$ cat src/rtl/core/msp_rx_pkg.sv
// Shared constants and types for the MSP v1 frame receiver.
// No dependencies; the front end, queue, back end and top level import this package.
package msp_rx_pkg;

  localparam int MAX_PAYLOAD = 64;
  localparam int PAY_DEPTH   = 64;
  localparam int PAY_AW      = $clog2(PAY_DEPTH);
  localparam int IDLE_W      = 17;
  localparam int TIMEOUT_W   = 16;

  localparam logic [TIMEOUT_W-1:0] TIMEOUT_RESET = 16'd25000;

  localparam logic OP_BYTE = 1'b0;
  localparam logic OP_TICK = 1'b1;

  localparam logic [7:0] CH_DOLLAR = 8'h24;
  localparam logic [7:0] CH_M      = 8'h4D;
  localparam logic [7:0] CH_GT     = 8'h3E;

  typedef struct packed {
    logic       ok;
    logic [7:0] command;
    logic [5:0] size;
  } frame_desc_t;

  typedef struct packed {
    logic              en;
    logic [PAY_AW-1:0] addr;
    logic [7:0]        data;
  } pay_wr_t;

endpackage

$ cat src/rtl/core/msp_rx_ifs.sv
// Channel interfaces for the MSP v1 frame receiver: input words,
// result words and the timeout register write. No dependencies.
interface msp_item_if;
  logic       valid;
  logic       ready;
  logic       opcode;
  logic [7:0] data_byte;
  modport source (output valid, opcode, data_byte, input ready);
  modport sink (input valid, opcode, data_byte, output ready);
endinterface

interface msp_result_if;
  logic       valid;
  logic       ready;
  logic       frame_ok;
  logic [7:0] command;
  logic [5:0] payload_size;
  logic [5:0] payload_index;
  logic [7:0] payload_byte;
  logic       last;
  modport source (output valid, frame_ok, command, payload_size, payload_index,
                  payload_byte, last, input ready);
  modport sink (input valid, frame_ok, command, payload_size, payload_index,
                payload_byte, last, output ready);
endinterface

interface msp_cfg_if;
  logic        valid;
  logic        ready;
  logic [15:0] timeout_ticks;
  modport source (output valid, timeout_ticks, input ready);
  modport sink (input valid, timeout_ticks, output ready);
endinterface

$ cat src/rtl/core/msp_rx_front.sv
// Front end: accepts input words, tracks header state, idle timeout and
// checksum, writes payload bytes and pushes frame descriptors. Uses msp_rx_pkg.
module msp_rx_front
  import msp_rx_pkg::*;
(
  input  logic              clk,
  input  logic              rst,
  msp_item_if.sink          items,
  msp_cfg_if.sink           cfg,
  input  logic              readout_busy,
  output pay_wr_t           pay_wr,
  output logic              desc_push,
  output frame_desc_t       desc
);

  typedef enum logic [2:0] {
    HDR_DOLLAR, HDR_M, HDR_DIR, HDR_SIZE, HDR_CMD, HDR_DATA
  } hdr_t;

  hdr_t                 hdr;
  logic [5:0]           count;
  logic [5:0]           size;
  logic [7:0]           cmd;
  logic [7:0]           csum;
  logic [IDLE_W-1:0]    idle;
  logic [TIMEOUT_W-1:0] timeout;

  logic is_byte, accept, byte_acc, timed_out;
  logic [7:0] c;

  assign is_byte   = (items.opcode == OP_BYTE);
  assign c         = items.data_byte;
  assign items.ready = !(is_byte && hdr == HDR_DATA && readout_busy);
  assign accept    = items.valid && items.ready;
  assign byte_acc  = accept && is_byte;
  assign timed_out = (hdr != HDR_DOLLAR) && (idle > {1'b0, timeout});
  assign cfg.ready = 1'b1;

  always_comb begin
    pay_wr.en   = byte_acc && !timed_out && hdr == HDR_DATA && count < size;
    pay_wr.addr = PAY_AW'(count);
    pay_wr.data = c;
    desc_push   = byte_acc && !timed_out && hdr == HDR_DATA && count >= size;
    desc.ok      = (csum == c);
    desc.command = cmd;
    desc.size    = size;
  end

  always_ff @(posedge clk) begin
    if (rst) begin
      hdr     <= HDR_DOLLAR;
      count   <= '0;
      size    <= '0;
      cmd     <= '0;
      csum    <= '0;
      idle    <= '0;
      timeout <= TIMEOUT_RESET;
    end else begin
      if (cfg.valid) begin
        timeout <= cfg.timeout_ticks;
      end
      if (accept && !is_byte) begin
        if (idle != '1) begin
          idle <= idle + 1'b1;
        end
      end else if (byte_acc) begin
        idle <= '0;
        if (timed_out) begin
          hdr   <= HDR_DOLLAR;
          count <= '0;
        end else begin
          case (hdr)
            HDR_DOLLAR: begin
              hdr <= (c == CH_DOLLAR) ? HDR_M : HDR_DOLLAR;
              count <= '0;
            end
            HDR_M: begin
              hdr <= (c == CH_M) ? HDR_DIR : HDR_DOLLAR;
              count <= '0;
            end
            HDR_DIR: begin
              hdr <= (c == CH_GT) ? HDR_SIZE : HDR_DOLLAR;
              count <= '0;
            end
            HDR_SIZE: begin
              count <= '0;
              if (c < 8'(MAX_PAYLOAD)) begin
                size <= c[5:0];
                csum <= c;
                hdr  <= HDR_CMD;
              end else begin
                hdr <= HDR_DOLLAR;
              end
            end
            HDR_CMD: begin
              cmd  <= c;
              csum <= csum ^ c;
              hdr  <= HDR_DATA;
            end
            HDR_DATA: begin
              if (count < size) begin
                csum  <= csum ^ c;
                count <= count + 1'b1;
              end else begin
                hdr   <= HDR_DOLLAR;
                count <= '0;
              end
            end
            default: begin
              hdr   <= HDR_DOLLAR;
              count <= '0;
            end
          endcase
        end
      end
    end
  end

endmodule

$ cat src/rtl/core/msp_rx_fifo.sv
// Two-entry queue of completed frame descriptors between front and back.
// Uses msp_rx_pkg.
module msp_rx_fifo
  import msp_rx_pkg::*;
(
  input  logic        clk,
  input  logic        rst,
  input  logic        push,
  input  frame_desc_t push_data,
  input  logic        pop,
  output logic        empty,
  output frame_desc_t head
);

  frame_desc_t entry [2];
  logic        wr_ptr;
  logic        rd_ptr;
  logic [1:0]  fill;

  assign empty = (fill == 2'd0);
  assign head  = entry[rd_ptr];

  always_ff @(posedge clk) begin
    if (push && fill != 2'd2) begin
      entry[wr_ptr] <= push_data;
    end
  end

  always_ff @(posedge clk) begin
    if (rst) begin
      wr_ptr <= 1'b0;
      rd_ptr <= 1'b0;
      fill   <= 2'd0;
    end else begin
      if (push && fill != 2'd2) begin
        wr_ptr <= ~wr_ptr;
      end
      if (pop && !empty) begin
        rd_ptr <= ~rd_ptr;
      end
      fill <= fill + {1'b0, push && fill != 2'd2} - {1'b0, pop && !empty};
    end
  end

endmodule

$ cat src/rtl/core/msp_rx_back.sv
// Back end: holds the payload memory, takes frame descriptors and reads
// each frame out as a run of result words. Uses msp_rx_pkg.
module msp_rx_back
  import msp_rx_pkg::*;
(
  input  logic        clk,
  input  logic        rst,
  input  pay_wr_t     pay_wr,
  input  logic        desc_empty,
  input  frame_desc_t desc_head,
  output logic        desc_pop,
  output logic        busy,
  msp_result_if.source results
);

  logic [7:0] mem [PAY_DEPTH];

  frame_desc_t cur;
  logic [5:0]  k;

  logic        s1_valid;
  frame_desc_t s1_desc;
  logic [5:0]  s1_idx;
  logic        s1_last;
  logic        s1_zero;
  logic [7:0]  mem_q;

  logic out_valid;
  logic out_load, s1_ready, issue, zero_now, last_now;

  assign out_load = s1_valid && (!out_valid || results.ready);
  assign s1_ready = !s1_valid || out_load;
  assign issue    = busy && s1_ready;
  assign zero_now = !cur.ok || cur.size == '0;
  assign last_now = zero_now || (k == cur.size - 1'b1);
  assign desc_pop = !busy && !desc_empty;
  assign results.valid = out_valid;

  always_ff @(posedge clk) begin
    if (pay_wr.en) begin
      mem[pay_wr.addr] <= pay_wr.data;
    end
    if (issue) begin
      mem_q <= mem[PAY_AW'(k)];
    end
  end

  always_ff @(posedge clk) begin
    if (desc_pop) begin
      cur <= desc_head;
    end
    if (issue) begin
      s1_desc <= cur;
      s1_idx  <= k;
      s1_last <= last_now;
      s1_zero <= zero_now;
    end
    if (out_load) begin
      results.frame_ok      <= s1_desc.ok;
      results.command       <= s1_desc.command;
      results.payload_size  <= s1_desc.size;
      results.payload_index <= s1_idx;
      results.payload_byte  <= s1_zero ? 8'd0 : mem_q;
      results.last          <= s1_last;
    end
  end

  always_ff @(posedge clk) begin
    if (rst) begin
      busy      <= 1'b0;
      k         <= '0;
      s1_valid  <= 1'b0;
      out_valid <= 1'b0;
    end else begin
      if (desc_pop) begin
        busy <= 1'b1;
        k    <= '0;
      end else if (issue) begin
        k <= k + 1'b1;
        if (last_now) begin
          busy <= 1'b0;
        end
      end
      if (issue) begin
        s1_valid <= 1'b1;
      end else if (out_load) begin
        s1_valid <= 1'b0;
      end
      if (out_load) begin
        out_valid <= 1'b1;
      end else if (results.ready) begin
        out_valid <= 1'b0;
      end
    end
  end

endmodule

$ cat src/rtl/core/msp_frame_receiver.sv
// Top level of the MSP v1 frame receiver: front end, descriptor queue and
// readout back end. Uses msp_rx_pkg and the channel interfaces.
//
//   channel  | dir | words
//   items    | in  | opcode, data_byte (byte or idle tick)
//   results  | out | frame_ok, command, payload_size, payload_index, payload_byte, last
//   cfg      | in  | timeout_ticks, always ready
//
// One input word is taken per cycle. A byte that arrives in the payload state
// waits while the previous frame is read out: its descriptor is fetched, then each
// result word is read from the payload memory read port. A frame's results follow
// its checksum byte through the queue, current descriptor register and read stage,
// then come one per cycle; a stalled result port holds the readout. Synchronous
// reset clears the parser, idle counter, queue and readout, not the payload memory.
module msp_frame_receiver
  import msp_rx_pkg::*;
(
  input  logic         clk,
  input  logic         rst,
  msp_item_if.sink     items,
  msp_cfg_if.sink      cfg,
  msp_result_if.source results
);

  pay_wr_t     pay_wr;
  logic        desc_push;
  frame_desc_t desc;
  logic        desc_pop;
  logic        desc_empty;
  frame_desc_t desc_head;
  logic        back_busy;
  logic        readout_busy;

  assign readout_busy = !desc_empty || back_busy;

  msp_rx_front u_front (
    .clk          (clk),
    .rst          (rst),
    .items        (items),
    .cfg          (cfg),
    .readout_busy (readout_busy),
    .pay_wr       (pay_wr),
    .desc_push    (desc_push),
    .desc         (desc)
  );

  msp_rx_fifo u_fifo (
    .clk       (clk),
    .rst       (rst),
    .push      (desc_push),
    .push_data (desc),
    .pop       (desc_pop),
    .empty     (desc_empty),
    .head      (desc_head)
  );

  msp_rx_back u_back (
    .clk        (clk),
    .rst        (rst),
    .pay_wr     (pay_wr),
    .desc_empty (desc_empty),
    .desc_head  (desc_head),
    .desc_pop   (desc_pop),
    .busy       (back_busy),
    .results    (results)
  );

endmodule
$ cat src/flat_wrapper.sv
// flat-port wrapper written by rule: the top's interface ports become plain ports
module msp_frame_receiver_flat import msp_rx_pkg::*;
  (clk, rst, items_valid, items_opcode, items_data_byte, items_ready, cfg_valid, cfg_timeout_ticks, cfg_ready, results_valid, results_frame_ok, results_command, results_payload_size, results_payload_index, results_payload_byte, results_last, results_ready);
  msp_item_if items_i ();
  msp_cfg_if cfg_i ();
  msp_result_if results_i ();
  input  logic clk;
  input  logic rst;
  input wire logic [$bits(items_i.valid)-1:0] items_valid;
  input wire logic [$bits(items_i.opcode)-1:0] items_opcode;
  input wire logic [$bits(items_i.data_byte)-1:0] items_data_byte;
  output wire logic [$bits(items_i.ready)-1:0] items_ready;
  input wire logic [$bits(cfg_i.valid)-1:0] cfg_valid;
  input wire logic [$bits(cfg_i.timeout_ticks)-1:0] cfg_timeout_ticks;
  output wire logic [$bits(cfg_i.ready)-1:0] cfg_ready;
  output wire logic [$bits(results_i.valid)-1:0] results_valid;
  output wire logic [$bits(results_i.frame_ok)-1:0] results_frame_ok;
  output wire logic [$bits(results_i.command)-1:0] results_command;
  output wire logic [$bits(results_i.payload_size)-1:0] results_payload_size;
  output wire logic [$bits(results_i.payload_index)-1:0] results_payload_index;
  output wire logic [$bits(results_i.payload_byte)-1:0] results_payload_byte;
  output wire logic [$bits(results_i.last)-1:0] results_last;
  input wire logic [$bits(results_i.ready)-1:0] results_ready;
  assign items_i.valid = items_valid;
  assign items_i.opcode = items_opcode;
  assign items_i.data_byte = items_data_byte;
  assign items_ready = items_i.ready;
  assign cfg_i.valid = cfg_valid;
  assign cfg_i.timeout_ticks = cfg_timeout_ticks;
  assign cfg_ready = cfg_i.ready;
  assign results_valid = results_i.valid;
  assign results_frame_ok = results_i.frame_ok;
  assign results_command = results_i.command;
  assign results_payload_size = results_i.payload_size;
  assign results_payload_index = results_i.payload_index;
  assign results_payload_byte = results_i.payload_byte;
  assign results_last = results_i.last;
  assign results_i.ready = results_ready;
  msp_frame_receiver u_core (.clk(clk), .rst(rst), .items(items_i), .cfg(cfg_i), .results(results_i));
endmodule
$ cat config.mk
export PLATFORM = sky130hd
export DESIGN_NAME = msp_frame_receiver_flat
export DESIGN_NICKNAME = d
export VERILOG_FILES = /design/src/rtl/core/msp_rx_pkg.sv /design/src/rtl/core/msp_rx_ifs.sv /design/src/rtl/core/msp_rx_front.sv /design/src/rtl/core/msp_rx_fifo.sv /design/src/rtl/core/msp_rx_back.sv /design/src/rtl/core/msp_frame_receiver.sv /design/src/flat_wrapper.sv
export SDC_FILE = /design/constraint.sdc
export NUM_CORES = 1
export LEC_CHECK = 0
export ABC_AREA = 0
export BUFFER_PORTS_ARGS = -buffer_cell sky130_fd_sc_hd__buf_2
export CAP_MARGIN = 20
export CORE_ASPECT_RATIO = 0.7
export CORE_UTILIZATION = 60
export CTS_CLUSTER_SIZE = 8
export DETAILED_ROUTE_END_ITERATION = 16
export GPL_ROUTABILITY_DRIVEN = 0
export PLACE_DENSITY = 0.81
export SETUP_SLACK_MARGIN = 0.1
export SLEW_MARGIN = 20
export SYNTH_ARGS = -nofsm -noshare
export SYNTH_HDL_FRONTEND = slang
export SYNTH_SLANG_ARGS = --single-unit
$ cat constraint.sdc
create_clock -name clk -period 3.3 [get_ports clk]
set_input_delay 0.33 -clock clk [delete_from_list [all_inputs] [get_ports clk]]
set_output_delay 0.33 -clock clk [all_outputs]
set_load 0.01 [all_outputs]
# Word level (Yosys, flattened, before mapping)

Memory sizes are Yosys's and may differ from the RTL's. A register that Yosys moved wholly into a read port is not among the register bits.
Cells that the tools add are included.

Add/subtract/negate cells: 6
$lt $le $gt $ge: 4
Equality and inequality tests: 17
Multiplexer cells: 27
Bitwise gates (word level): 6
Reduce and logical (&&, ||, !) cells: 45

Operators with widths:

| kind                  | number |
|---|---|
| $mux 17               | 3 |
| $pmux 8 s3            | 1 |
| $pmux 3 s6            | 1 |
| $add 17x1->17 const B | 1 |
| $gt 17x16->1          | 1 |
| $ne 17x17->1 const B  | 1 |
| $eq 8x6->1 const B    | 2 |
| $mux 8                | 2 |
| $logic_and 1x1->1     | 15 |
| $add 6x1->6 const B   | 2 |
| $mux 1                | 12 |
| $mux 6                | 2 |
| $pmux 6 s2            | 1 |
| $reduce_bool 2->1     | 5 |
| $mux 3                | 3 |
| $eq 8x7->1 const B    | 1 |
| $eq 8x8->1            | 1 |
| $lt 8x7->1 const B    | 1 |
| $xor 8x8->8           | 1 |
| $logic_not 1->1       | 7 |
| $eq 3x2->1 const B    | 2 |
| $eq 3x3->1 const B    | 2 |
| $eq 6x6->1            | 1 |
| $ge 6x6->1            | 1 |
| other kinds (21)      | 36 |

Flip-flop bits (word level): 130
Bits in writable memories: 542
Word-level logic and storage cells: 133
Memories kept: 2

Memory list:

| memory              | words | width | rd ports | clocked after memory_dff | wr ports | line              | text |
|---|---|---|---|---|---|---|---|
| u_core.u_back.mem   | 64    | 8     | 1        | 1                        | 1        | msp_rx_back.sv:16 | `logic [7:0] mem [PAY_DEPTH];` |
| u_core.u_fifo.entry | 2     | 15    | 1        | 1                        | 1        | msp_rx_fifo.sv:15 | `frame_desc_t entry [2];` |

# Depth between registers and ports, before layout

Depth in word-level cells: 13
Depth in mapped cells: 15
Gate-level depth less buffers: 13

# Cells and area by module

From an unflattened synthesis, not the netlist that was laid out.

Cells, all modules: 1,573
Area, all modules: 27,807.9 µm²

Modules (own cells, without submodules):

| module             | instances | cells each | area an instance (µm²) |
|---|---|---|---|
| msp_rx_back        | 1         | 1,090      | 22,870.7 |
| msp_rx_front       | 1         | 410        | 3,557.2 |
| msp_rx_fifo        | 1         | 72         | 1,373.8 |
| msp_frame_receiver | 1         | 1          | 6.3 |

# Least setup slack after synthesis

Ideal clock, no wire load.

Path type: flip-flop to flip-flop
Start point: reg u_core.u_front.idle[14]
End point: mem u_core.u_fifo.entry[0][0] in the netlist's numbering, enable pin
Library setup time: 386 ps
Arrival: 2,691 ps
Setup slack: 223 ps
Cell stages (with the launch flop): 9
Period minus slack after synthesis: 3,077 ps
Cell sequence: dfxtp_1 -> ha_1 -> a21o_1 -> a211o_1 -> o31a_1 -> buf_2 -> or3_1 -> clkbuf_1 -> nor2_1

Cells in the longest elaborated chain, start to end: 9

RTL lines:

| element                         | line               | text |
|---|---|---|
| start, declared                 | msp_rx_front.sv:25 | `logic [IDLE_W-1:0] idle;` |
| start signal, assigned          | msp_rx_front.sv:64 | `idle <= idle + 1'b1;` |
| $gt 17x16->1                    | msp_rx_front.sv:36 | `assign timed_out = (hdr != HDR_DOLLAR) && (idle > {1'b0, timeout});` |
| $logic_and 1x1->1               | msp_rx_front.sv:36 |  |
| $logic_not 1->1                 | msp_rx_front.sv:43 | `desc_push = byte_acc && !timed_out && hdr == HDR_DATA && count >= size;` |
| $logic_and 1x1->1 (3 in series) | msp_rx_front.sv:43 |  |
| $logic_and 1x1->1               | msp_rx_fifo.sv:24  | `if (push && fill != 2'd2) begin` |
| $mux 1                          | msp_rx_fifo.sv:24  |  |
| $mux 1 (not written as such)    | msp_rx_fifo.sv:25  | `entry[wr_ptr] <= push_data;` |
| end, declared                   | msp_rx_fifo.sv:15  |  |

No other way between the ends.

# Worst setup path in the final report

Start point: reg u_core.u_front.timeout[15]
End point: mem u_core.u_back.mem[14][0], enable pin

Cells in the longest elaborated chain, start to end: 8

RTL lines:

| element                         | line               | text |
|---|---|---|
| start, declared                 | msp_rx_front.sv:26 | `logic [TIMEOUT_W-1:0] timeout;` |
| start signal, assigned          | msp_rx_front.sv:60 | `timeout <= cfg.timeout_ticks;` |
| $gt 17x16->1                    | msp_rx_front.sv:36 |  |
| $logic_and 1x1->1               | msp_rx_front.sv:36 |  |
| $logic_not 1->1                 | msp_rx_front.sv:40 | `pay_wr.en = byte_acc && !timed_out && hdr == HDR_DATA && count < size;` |
| $logic_and 1x1->1 (3 in series) | msp_rx_front.sv:40 |  |
| $mux 1                          | msp_rx_back.sv:40  | `if (pay_wr.en) begin` |
| $mux 1 (not written as such)    | msp_rx_back.sv:41  | `mem[pay_wr.addr] <= pay_wr.data;` |
| end, declared                   | msp_rx_back.sv:16  |  |

No other way between the ends.

==> results.txt <==
- Period utilization: between 90 and 100%
- Routed Antenna Nets: 0
- Count of different cell masters after synthesis: between 50 and 60
- The die is 258 um wide.
- STA puts the critical path data required time at ~3600 ps.
* Std-Cell Core Area: approximately 45000 um2
- In this run the worst hold path is classified as input pin to register.
* IO Port Bufs: just over 60
* Number of vias in the routed layout: 15139
- The layout has 2531 filler cells.
* Fraction of layout instances using a drive strength above 1: between 20 and 30%
* FF+latch count, synth: 695
* Post-Syn Area: around 27000 um2
* Final count of hold timing violations: 0
- Main synth FF type: sky130_fd_sc_hd__edfxtp_1
- Buffers inserted during clock tree synthesis total between 90 and 100.
- Commonest non-fill, non-tap cell in the layout: sky130_fd_sc_hd__edfxtp_1
- First-pass GRT wire length: about 99000 um
- Along the worst path, the maximum fanout reaches 8.
* Area growth, synth to finish: 16.7%
- Derived from the worst setup path, the maximum achievable clock frequency is ~330 MHz.
- RSZ-0062 raised after global routing: true
- Max-cap violation count: 0
* Data arrival time of the worst path: 3380 ps
- Net Count, Synth: between 1500 and 2000
- Avg Cell Area, Syn: ~19 um2
- For this block, the initial DRC count from the detailed router was around 1900.
- Number of max-slew violations in the final report: 0
- Setup Crit Path Kind: register to register
* Clock skew after layout: around 34 ps
- I/O pin cnt: 63
- Leaving out fill and tap cells, the most frequent cells in the layout are sky130_fd_sc_hd__edfxtp_1, sky130_fd_sc_hd__mux4_2, sky130_fd_sc_hd__nor2_1.
- Dividing the detail-routed wire length by the instance count gives between 20 and 30 um.
- Measured in cells, the most critical reg-to-reg path has a length of 11.
- Starting density of the core: between 60 and 70%
- Synth Instances: between 1000 and 1500
- TritonCTS clock tree: done
* Pin count of the biggest net entering global routing: 70
- Along the worst hold path, the cell count comes to 3.
- Final-stage net count: 1736
- From bottom edge to top edge, the die measures roughly 180 um.
* Vias in the first global route: between 15000 and 20000
- Headroom to the max-slew limit: about two fifths
- Power density normalized to cell area: 689 nW/um2
- Row generation in the floorplan step produced 65 rows.
* Kind of end point of the critical path: register
- YS warnings: 0
- CTS placed an instance of sky130_fd_sc_hd__clkbuf_16 at the clock tree root.
- Adding up every negative setup slack in the final design gives 0 ps.
- EDFF count, synth: slightly above 600
- Counting I/O delays and the setup requirement, the final critical path takes 3050 ps.
* Clk_lat worst skew: between 600 and 700 ps
- Setup violations remaining at the end of the flow were counted as 0.
- TritonCTS sink count: slightly below 700
- Transition time at the pin with the least slew margin: 919 ps
- Proportion of synthesized chip area in sequential cells: approximately 73%
* Worst setup SP type: register
- Total global-route track usage: 29.5%
- For this run, design rule violations remaining after detail routing come to 0.
- Routed wire length: around 67000 um
- Counting along the longest clock path gives a buffer depth of 3.
- The number of antenna violations at the first check in global routing was 3.
* Total die area: 46700 um2
- In this run the number of H-tree levels came out at 3.
- Post-route standard cell area excluding fillers: 32100 um2
- Clock-pin transition on the worst setup and hold timing paths: ~50 ps
- For this design the static power due to leakage is ~0.011 uW.
* Vias per cell: approximately 6.5
- After clock tree synthesis, the setup repair step added 0 buffers.
- Max rail drop VDD: about 0.46 mV
- Of all flip-flops after synthesis, the portion carrying an async set or reset was 0%.
- Run status: finished clean
- Total grt overflow: 0
- Dpl cell area: slightly below 30000 um2
* TritonRoute pass-1 iters: 5
- After legalization and detailed placement, the total HPWL measured around 38000 um.
repair_timing:
item                                    in CTS  in global routing
hold endpoints to repair                    17                  0
hold buffers                                17                  0
endpoints found under the setup margin       0                 74
resized for setup                            0                  5
final cells by class:
type / count / area [um2] / area share, %
Antenna cell: 2 / 5.00 / 0.0156
Clock buffer: 137 / 2580 / 8.04
Clock inverter: 6 / 126 / 0.394
Inverter: 37 / 139 / 0.433
Multi-Input combinational cell: 649 / 6900 / 21.5
Sequential cell: 695 / 20100 / 62.7
Tap cell: 603 / 754 / 2.35
Timing Repair Buffer: 197 / 1460 / 4.54
worst paths after layout:
path | start | slack (ps) | to
worst min-delay path | items_opcode | 30 | u_core.u_front.idle[16]$_SDFFE_PP0P_
worst max-delay path | u_core.u_front.timeout[15]$_SDFFE_PP0P_ | 250 | u_core.u_back.mem[14][0]$_DFFE_PP_
worst min register to register | u_core.u_back.cur[9]$_DFFE_PP_ | 410 | u_core.u_back.s1_desc[9]$_DFFE_PP_
worst max register to register | u_core.u_front.timeout[15]$_SDFFE_PP0P_ | 250 | u_core.u_back.mem[14][0]$_DFFE_PP_
power breakdown:
group          leakage, uW  total (uW)  internal [uW]  switching (uW)
logic              0.00307        2840           1350            1480
registers          0.00624       10300          10000             270
clock network      0.00130        8980           5370            3610
total               0.0106       22100          16700            5360
routing by layer:
layer	vias to the layer above	part of all wire, %	track usage (%)
met2	1007	48	45.8
met5	-	0.030	0
met4	2	3.0	10.0
li1	6231	-	-
met1	7742	38	40.0
met3	157	12	9.40
flip-flops by register name, indices dropped and copies added (netlist names), 8 cells and up:
signal                              count
u_core.u_back.cur                      15
u_core.u_back.mem                     512
u_core.u_back.mem_q                     8
u_core.u_back.results.command           8
u_core.u_back.results.payload_byte      8
u_core.u_back.s1_desc                  15
u_core.u_fifo.entry                    30
u_core.u_front.cmd                      8
u_core.u_front.csum                     8
u_core.u_front.idle                    17
u_core.u_front.timeout                 16
through the flow:
stage | power [uW] | hold WS, ps | utilization, % | setup slack (ps) | std cells
after floorplan | 12200 | 400 | - | 223 | 1455
after global placement | 13100 | 403 | 64.6 | 223 | 2164
after detailed placement | 13200 | 405 | 64.6 | 203 | 2164
after CTS | 22200 | 8.70 | 71.0 | 208 | 2324
after global routing | 22700 | 38.0 | 71.0 | 100 | 2324
final | 22100 | 26.1 | 71.1 | 245 | 2326
synthesized netlist by cell type (20+ instances only):
library cell	number	area, um2
sky130_fd_sc_hd__edfxtp_1	618	18600
sky130_fd_sc_hd__mux4_2	168	3780
sky130_fd_sc_hd__nor2_1	136	510
sky130_fd_sc_hd__dfxtp_1	77	1540
sky130_fd_sc_hd__clkbuf_1	43	161
sky130_fd_sc_hd__inv_1	37	139
sky130_fd_sc_hd__a21oi_1	34	170
sky130_fd_sc_hd__ha_1	30	375
sky130_fd_sc_hd__mux2i_1	30	300
sky130_fd_sc_hd__nand2_1	29	109
sky130_fd_sc_hd__nor2b_1	22	138
sky130_fd_sc_hd__nand3_1	20	100
sky130_fd_sc_hd__nand4_1	20	125
critical path: stages (launching register included):
cell and delay (ps):
sky130_fd_sc_hd__dfxtp_1 330, sky130_fd_sc_hd__inv_1 50, sky130_fd_sc_hd__ha_1 320, sky130_fd_sc_hd__nand4b_4 140
sky130_fd_sc_hd__nor3_1 70, sky130_fd_sc_hd__a211o_1 310, sky130_fd_sc_hd__o31a_1 380, sky130_fd_sc_hd__nor3_4 360
sky130_fd_sc_hd__nand4_1 210, sky130_fd_sc_hd__buf_4 230, sky130_fd_sc_hd__nor2_1 130, sky130_fd_sc_hd__buf_4 220
cells by family after synthesis:
group	count (synthesis)	share of synthesized area, %
AO/OA/AOI/OAI	92	2.09
adder cells (fa/ha/maj)	30	1.37
buffers and inverters	111	1.85
other	1	0.0136
XOR/XNOR	32	1.02
multiplexers	213	15.5
AND/OR/NAND/NOR	281	5.03
flip-flops	695	73.1
(Power assumes the default switching activity.)
